File: config.mk
export PLATFORM = sky130hd
export DESIGN_NAME = http_chunked_body_decoder
export DESIGN_NICKNAME = d
export VERILOG_FILES = /design/src/hdl/hcbd_pkg.sv /design/src/hdl/hcbd_front.sv /design/src/hdl/hcbd_queue.sv /design/src/hdl/hcbd_back.sv /design/src/hdl/http_chunked_body_decoder.sv
export SDC_FILE = /design/constraint.sdc
export NUM_CORES = 1
export LEC_CHECK = 0
export ABC_CLOCK_PERIOD_IN_PS = 2300
export BUFFER_PORTS_ARGS = -buffer_cell sky130_fd_sc_hd__clkbuf_2
export CORE_ASPECT_RATIO = 1.75
export CORE_UTILIZATION = 55
export DETAILED_ROUTE_END_ITERATION = 10
export HOLD_SLACK_MARGIN = 0.12
export PLACE_DENSITY = 0.87
export SLEW_MARGIN = 10
export SYNTH_ARGS = -nofsm -noshare
export SYNTH_HDL_FRONTEND = slang
export SYNTH_SLANG_ARGS = --single-unit
File: constraint.sdc
create_clock -name clock -period 2.3 [get_ports clock]
set_input_delay 0 -clock clock [delete_from_list [all_inputs] [get_ports clock]]
set_output_delay 0 -clock clock [all_outputs]
set_load 0.1 [all_outputs]
File: src/hdl/hcbd_pkg.sv
// Types and constants of the HTTP chunked body decoder.
package hcbd_pkg;

   // Width of the chunk size counter
   localparam int SIZE_WIDTH = 32;

   // Depth of the queue between front and back
   localparam int QUEUE_DEPTH = 2;
   localparam int QUEUE_PTR_W = (QUEUE_DEPTH > 1) ? $clog2(QUEUE_DEPTH) : 1;
   localparam int QUEUE_CNT_W = $clog2(QUEUE_DEPTH + 1);

   // Item kinds
   localparam logic KIND_START = 1'b0;
   localparam logic KIND_BYTE  = 1'b1;

   // Status codes
   localparam logic [1:0] STATUS_DECODING = 2'd0;
   localparam logic [1:0] STATUS_COMPLETE = 2'd1;
   localparam logic [1:0] STATUS_ERROR    = 2'd2;

   // Framing characters
   localparam logic [7:0] CHAR_CR    = 8'h0D;
   localparam logic [7:0] CHAR_LF    = 8'h0A;
   localparam logic [7:0] CHAR_SEMI  = 8'h3B;
   localparam logic [7:0] CHAR_0     = 8'h30;
   localparam logic [7:0] CHAR_9     = 8'h39;
   localparam logic [7:0] CHAR_LO_A  = 8'h61;
   localparam logic [7:0] CHAR_LO_F  = 8'h66;
   localparam logic [7:0] CHAR_UP_A  = 8'h41;
   localparam logic [7:0] CHAR_UP_F  = 8'h46;

   // Input transaction
   typedef struct packed {
      logic       kind;
      logic [7:0] data_byte;
   } req_type;

   // Result transaction
   typedef struct packed {
      logic       payload_valid;
      logic [7:0] payload_byte;
      logic [1:0] status;
   } rsp_type;

   // Classified byte, as queued between front and back
   typedef struct packed {
      logic       start;
      logic       is_hex;
      logic [3:0] hex_value;
      logic       is_cr;
      logic       is_lf;
      logic       is_semi;
      logic [7:0] data_byte;
   } hcbd_item_type;

endpackage

File: src/hdl/hcbd_front.sv
// Front end: classifies each incoming transaction for the parser.
module hcbd_front import hcbd_pkg::*; (
   input  req_type       req,
   output hcbd_item_type item
);

   logic       is_digit;
   logic       is_lower;
   logic       is_upper;
   logic [7:0] digit_off;
   logic [7:0] lower_off;
   logic [7:0] upper_off;

   // Hex digit ranges, both cases
   assign is_digit  = (req.data_byte >= CHAR_0)    && (req.data_byte <= CHAR_9);
   assign is_lower  = (req.data_byte >= CHAR_LO_A) && (req.data_byte <= CHAR_LO_F);
   assign is_upper  = (req.data_byte >= CHAR_UP_A) && (req.data_byte <= CHAR_UP_F);
   assign digit_off = req.data_byte - CHAR_0;
   assign lower_off = req.data_byte - CHAR_LO_A + 8'd10;
   assign upper_off = req.data_byte - CHAR_UP_A + 8'd10;

   // Build the classified item
   always_comb begin
      item           = '0;
      item.start     = (req.kind == KIND_START);
      item.is_hex    = is_digit || is_lower || is_upper;
      item.is_cr     = (req.data_byte == CHAR_CR);
      item.is_lf     = (req.data_byte == CHAR_LF);
      item.is_semi   = (req.data_byte == CHAR_SEMI);
      item.data_byte = req.data_byte;
      if (is_digit) begin
         item.hex_value = digit_off[3:0];
      end else if (is_lower) begin
         item.hex_value = lower_off[3:0];
      end else if (is_upper) begin
         item.hex_value = upper_off[3:0];
      end
   end

endmodule

File: src/hdl/hcbd_queue.sv
// Short queue of classified items between front and back.
module hcbd_queue import hcbd_pkg::*; (
   input  logic          clock,
   input  logic          reset,
   input  logic          push_valid,
   output logic          push_ready,
   input  hcbd_item_type push_item,
   output logic          pop_valid,
   input  logic          pop_ready,
   output hcbd_item_type pop_item
);

   hcbd_item_type              entries_ff [QUEUE_DEPTH];
   logic [QUEUE_PTR_W-1:0]     wr_ptr_ff, wr_ptr_in;
   logic [QUEUE_PTR_W-1:0]     rd_ptr_ff, rd_ptr_in;
   logic [QUEUE_CNT_W-1:0]     count_ff, count_in;
   logic                       push;
   logic                       pop;

   assign push_ready = (count_ff != QUEUE_CNT_W'(QUEUE_DEPTH));
   assign pop_valid  = (count_ff != '0);
   assign pop_item   = entries_ff[rd_ptr_ff];
   assign push       = push_valid && push_ready;
   assign pop        = pop_valid && pop_ready;

   // Pointer and count update
   always_comb begin
      wr_ptr_in = wr_ptr_ff;
      rd_ptr_in = rd_ptr_ff;
      count_in  = count_ff;
      if (push) begin
         wr_ptr_in = (wr_ptr_ff == QUEUE_PTR_W'(QUEUE_DEPTH - 1)) ? '0
                   : wr_ptr_ff + QUEUE_PTR_W'(1);
      end
      if (pop) begin
         rd_ptr_in = (rd_ptr_ff == QUEUE_PTR_W'(QUEUE_DEPTH - 1)) ? '0
                   : rd_ptr_ff + QUEUE_PTR_W'(1);
      end
      if (push && !pop) begin
         count_in = count_ff + QUEUE_CNT_W'(1);
      end else if (pop && !push) begin
         count_in = count_ff - QUEUE_CNT_W'(1);
      end
   end

   // Storage, no reset
   always_ff @(posedge clock) begin
      if (push) begin
         entries_ff[wr_ptr_ff] <= push_item;
      end
   end

   // Control state
   always_ff @(posedge clock) begin
      if (reset) begin
         wr_ptr_ff <= '0;
         rd_ptr_ff <= '0;
         count_ff  <= '0;
      end else begin
         wr_ptr_ff <= wr_ptr_in;
         rd_ptr_ff <= rd_ptr_in;
         count_ff  <= count_in;
      end
   end

endmodule

File: src/hdl/hcbd_back.sv
// Back end: chunk framing state machine and the result register.
module hcbd_back import hcbd_pkg::*; (
   input  logic          clock,
   input  logic          reset,
   input  logic          item_valid,
   output logic          item_ready,
   input  hcbd_item_type item,
   output logic          rsp_valid,
   input  logic          rsp_ready,
   output rsp_type       rsp
);

   typedef enum logic [2:0] {
      PH_DIGITS  = 3'd0,
      PH_EXT     = 3'd1,
      PH_SIZE_LF = 3'd2,
      PH_DATA    = 3'd3,
      PH_DATA_CR = 3'd4,
      PH_DATA_LF = 3'd5,
      PH_DONE    = 3'd6,
      PH_ERR     = 3'd7
   } phase_type;

   phase_type              phase_ff, phase_in;
   logic [SIZE_WIDTH-1:0]  remaining_ff, remaining_in;
   logic [SIZE_WIDTH-1:0]  remaining_dec;
   logic                   rsp_valid_ff, rsp_valid_in;
   rsp_type                rsp_ff, rsp_in;
   logic                   pop;

   assign pop           = item_valid && (!rsp_valid_ff || rsp_ready);
   assign item_ready    = !rsp_valid_ff || rsp_ready;
   assign remaining_dec = remaining_ff - SIZE_WIDTH'(1);
   assign rsp_valid     = rsp_valid_ff;
   assign rsp           = rsp_ff;

   // Next phase, size counter and result
   always_comb begin
      phase_in     = phase_ff;
      remaining_in = remaining_ff;
      rsp_valid_in = rsp_valid_ff && !rsp_ready;
      rsp_in       = rsp_ff;
      if (pop) begin
         rsp_in.payload_valid = 1'b0;
         rsp_in.payload_byte  = '0;
         if (item.start) begin
            phase_in     = PH_DIGITS;
            remaining_in = '0;
         end else begin
            unique case (phase_ff)
               PH_DIGITS: begin
                  if (item.is_hex) begin
                     // top nibble set means the shift would overflow
                     if (remaining_ff[SIZE_WIDTH-1 -: 4] != 4'd0) begin
                        phase_in = PH_ERR;
                     end else begin
                        remaining_in = {remaining_ff[SIZE_WIDTH-5:0], item.hex_value};
                     end
                  end else if (item.is_cr) begin
                     phase_in = PH_SIZE_LF;
                  end else if (item.is_semi) begin
                     phase_in = PH_EXT;
                  end else begin
                     phase_in = PH_ERR;
                  end
               end
               PH_EXT: begin
                  if (item.is_cr) begin
                     phase_in = PH_SIZE_LF;
                  end
               end
               PH_SIZE_LF: begin
                  if (!item.is_lf) begin
                     phase_in = PH_ERR;
                  end else if (remaining_ff == '0) begin
                     phase_in = PH_DONE;
                  end else begin
                     phase_in = PH_DATA;
                  end
               end
               PH_DATA: begin
                  rsp_in.payload_valid = 1'b1;
                  rsp_in.payload_byte  = item.data_byte;
                  remaining_in         = remaining_dec;
                  if (remaining_dec == '0) begin
                     phase_in = PH_DATA_CR;
                  end
               end
               PH_DATA_CR: begin
                  phase_in = item.is_cr ? PH_DATA_LF : PH_ERR;
               end
               PH_DATA_LF: begin
                  if (item.is_lf) begin
                     phase_in     = PH_DIGITS;
                     remaining_in = '0;
                  end else begin
                     phase_in = PH_ERR;
                  end
               end
               default: begin
                  // end states are sticky
               end
            endcase
         end
         rsp_in.status = (phase_in == PH_DONE) ? STATUS_COMPLETE
                       : (phase_in == PH_ERR)  ? STATUS_ERROR : STATUS_DECODING;
         rsp_valid_in  = 1'b1;
      end
   end

   // State and result register
   always_ff @(posedge clock) begin
      rsp_ff <= rsp_in;
      if (reset) begin
         phase_ff     <= PH_DIGITS;
         remaining_ff <= '0;
         rsp_valid_ff <= 1'b0;
      end else begin
         phase_ff     <= phase_in;
         remaining_ff <= remaining_in;
         rsp_valid_ff <= rsp_valid_in;
      end
   end

endmodule

File: src/hdl/http_chunked_body_decoder.sv
// A transaction is written into the queue, then parsed into the result register, which drives rsp.
// Throughput: one byte per cycle while rsp is not stalled, one framing state machine step per byte.
// A two-entry queue splits the classifier from the parser; a stall on the result
// side fills it before req_ready drops.
// Reset (synchronous, high) empties the queue, drops rsp_valid and sets the
// parser to the size digits phase with a zero size.
module http_chunked_body_decoder import hcbd_pkg::*; (
   input  logic    clock,
   input  logic    reset,
   input  logic    req_valid,
   output logic    req_ready,
   input  req_type req,
   output logic    rsp_valid,
   input  logic    rsp_ready,
   output rsp_type rsp
);

   hcbd_item_type front_item;
   hcbd_item_type queue_item;
   logic          queue_valid;
   logic          back_ready;

   // Classify the incoming byte
   hcbd_front u_front (
      .req  (req),
      .item (front_item)
   );

   // Decoupling queue
   hcbd_queue u_queue (
      .clock      (clock),
      .reset      (reset),
      .push_valid (req_valid),
      .push_ready (req_ready),
      .push_item  (front_item),
      .pop_valid  (queue_valid),
      .pop_ready  (back_ready),
      .pop_item   (queue_item)
   );

   // Framing parser and result register
   hcbd_back u_back (
      .clock      (clock),
      .reset      (reset),
      .item_valid (queue_valid),
      .item_ready (back_ready),
      .item       (queue_item),
      .rsp_valid  (rsp_valid),
      .rsp_ready  (rsp_ready),
      .rsp        (rsp)
   );

endmodule

After elaboration in Yosys (flattened, before gate mapping)
Memories as Yosys holds them, arrays and structs flattened. A register that Yosys moved wholly into a read port is not among the register bits.
Cells that the tools add are included.
{"block": "classes", "add_sub_neg": 10, "order_cmp": 6, "n_eq_ne": 14, "muxes": 32, "bitwise_logic": 2, "reduce_logical": 24}
{"op": "$mux W32", "n": 4}
{"op": "$pmux W32 S3", "n": 1}
{"op": "$logic_not A32 Y1", "n": 2}
{"op": "$mux W3", "n": 11}
{"op": "$sub A32 B1 Y32 const B", "n": 1}
{"op": "$pmux W3 S6", "n": 1}
{"op": "$eq A8 B4 Y1 const B", "n": 2}
{"op": "$ge A8 B7 Y1 const B", "n": 2}
{"op": "$le A8 B7 Y1 const B", "n": 2}
{"op": "$eq A3 B3 Y1 const B", "n": 4}
{"op": "$mux W4", "n": 3}
{"op": "$sub A4 B1 Y4 const B", "n": 3}
{"op": "$mux W9", "n": 1}
{"op": "$add A4 B4 Y4 const B", "n": 2}
{"op": "$eq A8 B6 Y1 const B", "n": 1}
{"op": "$ge A8 B6 Y1 const B", "n": 1}
{"op": "$le A8 B6 Y1 const B", "n": 1}
{"op": "$logic_and A1 B1 Y1", "n": 8}
{"op": "$mux W2", "n": 4}
{"op": "$reduce_bool A4 Y1", "n": 2}
{"op": "$mux W1", "n": 7}
{"op": "$eq A3 B2 Y1 const B", "n": 2}
{"op": "$ne A3 B3 Y1 const B", "n": 2}
{"op": "$reduce_and A5 Y1", "n": 1}
{"op": "other kinds (12)", "n": 20}
{"block": "totals", "register_bits": 51, "ram_bits": 34, "output_inout_bits": 13, "wordCells": 98, "memories": 1}
{"name": "u_queue.entries_ff", "depth": 2, "word_bits": 17, "read_ports": 1, "rd_clocked_by_memory_dff": 1, "write_ports": 1, "line_no": "hcbd_queue.sv:13", "source": "hcbd_item_type entries_ff [QUEUE_DEPTH];"}

Longest topological paths before layout
{"block": "depth", "depth_word": 8, "ltp_mapped": 10, "mapped_depth_nobuf": 10}

By module
A second synthesis with hierarchy kept.
{"block": "hier_totals", "cells_unflattened": 516, "hier_area_um2": 4797.1}
{"module": "hcbd_back", "n_inst": 1, "cells_per_inst": 395, "area_per_inst_um2": 3035.4}
{"module": "hcbd_queue", "n_inst": 1, "cells_per_inst": 77, "area_per_inst_um2": 1447.6}
{"module": "hcbd_front", "n_inst": 1, "cells_per_inst": 44, "area_per_inst_um2": 314.1}

Worst setup path after synthesis
OpenSTA, ideal clock, no wires.
{"block": "synth_path", "path_type": "reg-to-reg", "from": "register u_queue.count_ff[0]", "to": "memory u_queue.entries_ff[0][0] (netlist name) (enable)", "t_arrival_ns": 2.226, "required_time_ns": 1.909, "slack_ns": -0.317, "path_stages_with_launch": 4, "n_path_buf": 0, "path_cell_list": "dfxtp_1 -> nand2b_1 -> nand2_1 -> nor2_1"}
{"block": "synth_via", "elab_chain_cells": 4}
{"item": "start: declaration", "line_no": "hcbd_queue.sv:16", "source": "logic [QUEUE_CNT_W-1:0] count_ff, count_in;"}
{"item": "start signal: assignment", "line_no": "hcbd_queue.sv:62", "source": "count_ff <= count_in;"}
{"item": "$ne A2 B2 Y1", "line_no": "hcbd_queue.sv:20", "source": "assign push_ready = (count_ff != QUEUE_CNT_W'(QUEUE_DEPTH));"}
{"item": "via req_ready", "line_no": "http_chunked_body_decoder.sv:11", "source": "output logic req_ready,"}
{"item": "$logic_and A1 B1 Y1", "line_no": "hcbd_queue.sv:23", "source": "assign push = push_valid && push_ready;"}
{"item": "$mux W1", "line_no": "hcbd_queue.sv:48", "source": "if (push) begin"}
{"item": "$mux W1 (implied by the code)", "line_no": "hcbd_queue.sv:49", "source": "entries_ff[wr_ptr_ff] <= push_item;"}
{"item": "end: declaration", "line_no": "hcbd_queue.sv:13"}
The timed path passes the listed nets, and every way through them passes these cells.

Worst setup path in the final report
{"block": "layout_path", "from": "register u_back.remaining_ff[1]", "to": "register u_back.phase_ff[2]"}
{"block": "layout_via", "elab_chain_cells": 6, "word_cells_on_any_way": 9}
{"item": "start: declaration", "line_no": "hcbd_back.sv:25", "source": "logic [SIZE_WIDTH-1:0] remaining_ff, remaining_in;"}
{"item": "start signal: assignment", "line_no": "hcbd_back.sv:120", "source": "remaining_ff <= remaining_in;"}
{"item": "$sub A32 B1 Y32 or $logic_not A32 Y1 (tied branches)", "line_no": "hcbd_back.sv:33, hcbd_back.sv:75"}
{"item": "$logic_not A32 Y1 or $mux W3 (tied branches)", "line_no": "hcbd_back.sv:85, hcbd_back.sv:75"}
{"item": "$mux W3, on equally long branches", "line_no": "hcbd_back.sv:85, hcbd_back.sv:73"}
{"item": "$pmux W3 S6 *", "line_no": "hcbd_back.sv:50", "source": "unique case (phase_ff)"}
{"item": "$mux W3 *", "line_no": "hcbd_back.sv:46", "source": "if (item.start) begin"}
{"item": "$mux W3 *", "line_no": "hcbd_back.sv:43", "source": "if (pop) begin"}
{"item": "end signal: assignment", "line_no": "hcbd_back.sv:119", "source": "phase_ff <= phase_in;"}
{"item": "end: declaration", "line_no": "hcbd_back.sv:24", "source": "phase_type phase_ff, phase_in;"}
Mark *: on every way between the ends. The rest lies on a longest branch, timed or not. The select of a mux whose other input is x is not followed.
A chain may end at the register's enable or synchronous reset.

==> impl_metrics.json <==
{
  "status": "complete, but fails checks",
  "failed_checks": "setup timing",
  "insertion_delay_ns": 0.35,
  "min_period_ns": 2.619,
  "worst_slack_ns": -0.3190,
  "start_util_pct": 57.12,
  "clockPowerShare_pct": 17.9,
  "ctsRootBufferMaster": "clkbuf_16",
  "ir_drop_mv": 0.9154,
  "track_usage_pct": 31.63,
  "routed_wl_microns": 13800,
  "hold_viol": 0,
  "pin_count": 26,
  "fin_area_sq_um": 6242,
  "cp_num_buf_inv": 3,
  "synth_area_leaders": "edfxtp_1, dfxtp_1, nor2_1, a22oi_1, mux2i_1",
  "critical_path_class": "reg -> reg",
  "final_util_pct": 74.60,
  "netlist-cell-type-count": 61,
  "setup_violations": 5,
  "p_switching_mw": 3.450,
  "firstDrtPassIters": 5,
  "grt-ovfl-total": 0,
  "synth-edff-count": 45,
  "critPathCaptureType": "flop",
  "finalPower_mw": 8.008,
  "port_buffers": 25,
  "clkSinkCount": 86,
  "relSlewSlack_pct": 40.67,
  "cp_cell_sequence": "inv_2 > ha_4 > nor4b_4 > buf_6 > nand2_2 > nor3_4 > nand2b_1 > buf_4 > nand2b_1 > a221oi_1 > a2bb2oi_1 > a21oi_2",
  "synth_nets": 530,
  "drtIter0Drc": 284,
  "drc": 0,
  "rows": 44,
  "postSynthAreaPerCell_sq_um": 9.372,
  "crit_top_cell": "nand2b_1",
  "fmax_mhz": 381.8,
  "cp.arrival_ns": 2.80,
  "combPwrFrac_pct": 56.1,
  "core-area_sq_um": 8368,
  "hp-class": "in -> reg",
  "yosys.area.top_type": "edfxtp_1",
  "synth_top_area_share_pct": 28.27,
  "cp_data_required_time_ns": 2.48,
  "antenna_found_initial": 0,
  "crit_family": "compound AO/OA/AOI/OAI gates",
  "place_ws_ns": -0.2027,
  "synthMostInstantiatedCell": "nor2_1",
  "die_w_microns": 72.47,
  "cts.clk_slew.worst_paths_ns": 0.07,
  "cts_tree": "yes",
  "wl_per_cell_microns": 18.83,
  "grt_max_degree": 42,
  "startpoint_type": "flop",
  "clockBufferDepth": 2,
  "cts_max_level": 3,
  "finalMaxSlewViolations": 0,
  "dr_total_vias": 4465,
  "p_seq_share_pct": 26.0,
  "crit_path_max_incr_delay_ns": 0.70,
  "syn_area_sq_um": 4780,
  "switching_share_pct": 43.08,
  "nets": 633,
  "syn_inst": 510,
  "cp_max_fo": 5,
  "synth-warning-count": 0,
  "worst_pin_slew_ns": 0.8899,
  "place_area_sq_um": 5585,
  "p_int_mw": 4.558,
  "die_h_microns": 125.3,
  "crit_path_top_delay_cell": "a221oi_1",
  "finalCritPeriodShare_pct": 113.9,
  "die_area_sq_um": 9082,
  "grt_pass1_vias": 4631,
  "viasPerCell": 6.091,
  "layout-drive-gt1-share_pct": 29.77,
  "rsz0062_at_grt": "yes",
  "yosys-top-cells-count": "nor2_1, edfxtp_1, nand2_1, dfxtp_1, a22oi_1",
  "grt_pass1_wl_microns": 21640,
  "p_leak_nw": 2.582,
  "hpwl_microns": 9442,
  "syn_to_final_growth_pct": 30.60,
  "power.density_nw_per_um2": 1283,
  "ys_seq_elements": 86,
  "antenna_cells": 0,
  "ys.flop_type": "edfxtp_1",
  "postSynth.asyncResetShare_pct": 0,
  "ys_seq_area_share_pct": 45.45,
  "cts_buffers": 9,
  "max_cap_violations": 0,
  "drt.antenna.violating_nets": 0,
  "skew_ns": 0.008171,
  "gp_congestion": 0.9477
}
-- logic make-up (layout without fill, tap and decap cells) --
| logic type | after synthesis | count (layout) | synth area share (%) |
|---|---|---|---|
| xor+xnor | 28 | 28 | 5.131 |
| fa+ha+maj | 7 | 7 | 1.832 |
| flops | 86 | 86 | 45.45 |
| buf+inv | 53 | 161 | 4.633 |
| compound gates | 121 | 121 | 16.78 |
| mux | 20 | 20 | 4.241 |
| simple gates | 195 | 195 | 21.94 |
-- cells in the final DEF (no fill, tap or decap), drive strengths merged, types with 8 or more instances in the layout --
master and count:
buf 93, nor2 71, nand2 46, edfxtp 45, dfxtp 41, clkbuf 34
a22oi 33, o21ai 33, inv 22, mux2i 18, a21oi 16, xor2 14
xnor2 14, nor3 14, nor4 13, dlygate4sd3 11, nand2b 10, nand3 8
-- sequential cells by signal, indices dropped and copies added, names as in the netlist, named ones only --
name,cells
u_queue.rd_ptr_ff,1
u_back.rsp_valid,1
u_back.phase_ff,3
u_queue.entries_ff,34
u_queue.count_ff,2
u_back.rsp,11
u_back.remaining_ff,32
u_queue.wr_ptr_ff,1
-- layer usage --
layer	part of all wire [%]	routed length, microns	vias to the layer above	global-route usage (%)
met1	33	4622	2158	29.69
met5	0	0	-	0
met2	56	7777	176	58.44
met4	6.2	849	0	23.30
met3	4.0	550	57	5.479
li1	-	-	2074	-
-- area by class of cell --
class | instances | area, sq um
Inverter | 16 | 60.06
Tap cell | 115 | 143.9
Fill cell | 574 | 2126
Clock buffer | 9 | 225.2
Sequential cell | 86 | 2176
Timing Repair Buffer | 129 | 968.4
Multi-Input combinational cell | 371 | 2600
Clock inverter | 7 | 68.82
-- path summary, 6_finish.rpt --
check                                                          from                                   end  slack, ns  depth (start not counted)
worst max-delay path            u_back.remaining_ff[1]$_SDFFE_PP0P_       u_back.phase_ff[2]$_SDFFE_PP0P_      -0.32                         12
worst min-delay path                                          reset  u_back.remaining_ff[20]$_SDFFE_PP0P_       0.41                          2
worst max register to register  u_back.remaining_ff[1]$_SDFFE_PP0P_       u_back.phase_ff[2]$_SDFFE_PP0P_      -0.32                         12
worst min register to register          u_back.rsp_valid$_SDFF_PP0_           u_back.rsp_valid$_SDFF_PP0_       0.50                          2
-- power groups by stage --
stage          clock network (mW)  logic, mW  registers (mW)
3_3_place_gp                    0       3.79            2.09
3_5_place_dp                    0       3.90            2.10
5_1_grt                      1.51       4.77            2.11
2_1_floorplan                   0       2.10            2.59
4_1_cts                      1.44       4.04            2.07
6_report                     1.43       4.49            2.08
-- stage by stage --
stage          cells  setup TNS, ns  hold slack [ns]
3_5_place_dp     698         -1.125           0.2415
2_1_floorplan    510        -0.1307          0.09887
4_1_cts          727        -0.5079           0.4016
5_1_grt          733         -1.833           0.4529
6_report         733         -1.109           0.4050
3_3_place_gp     698        -0.4580           0.2301
-- timing repair --
action | CTS | global route
gates resized for setup | 11 | 31
pin swaps | 1 | 19
setup buffers | 2 | 7
setup endpoints to repair | 8 | 16
endpoints found under the hold margin | 24 | 0
hold buffers | 11 | 0
No activity file was read; power rests on OpenSTA's default activity.
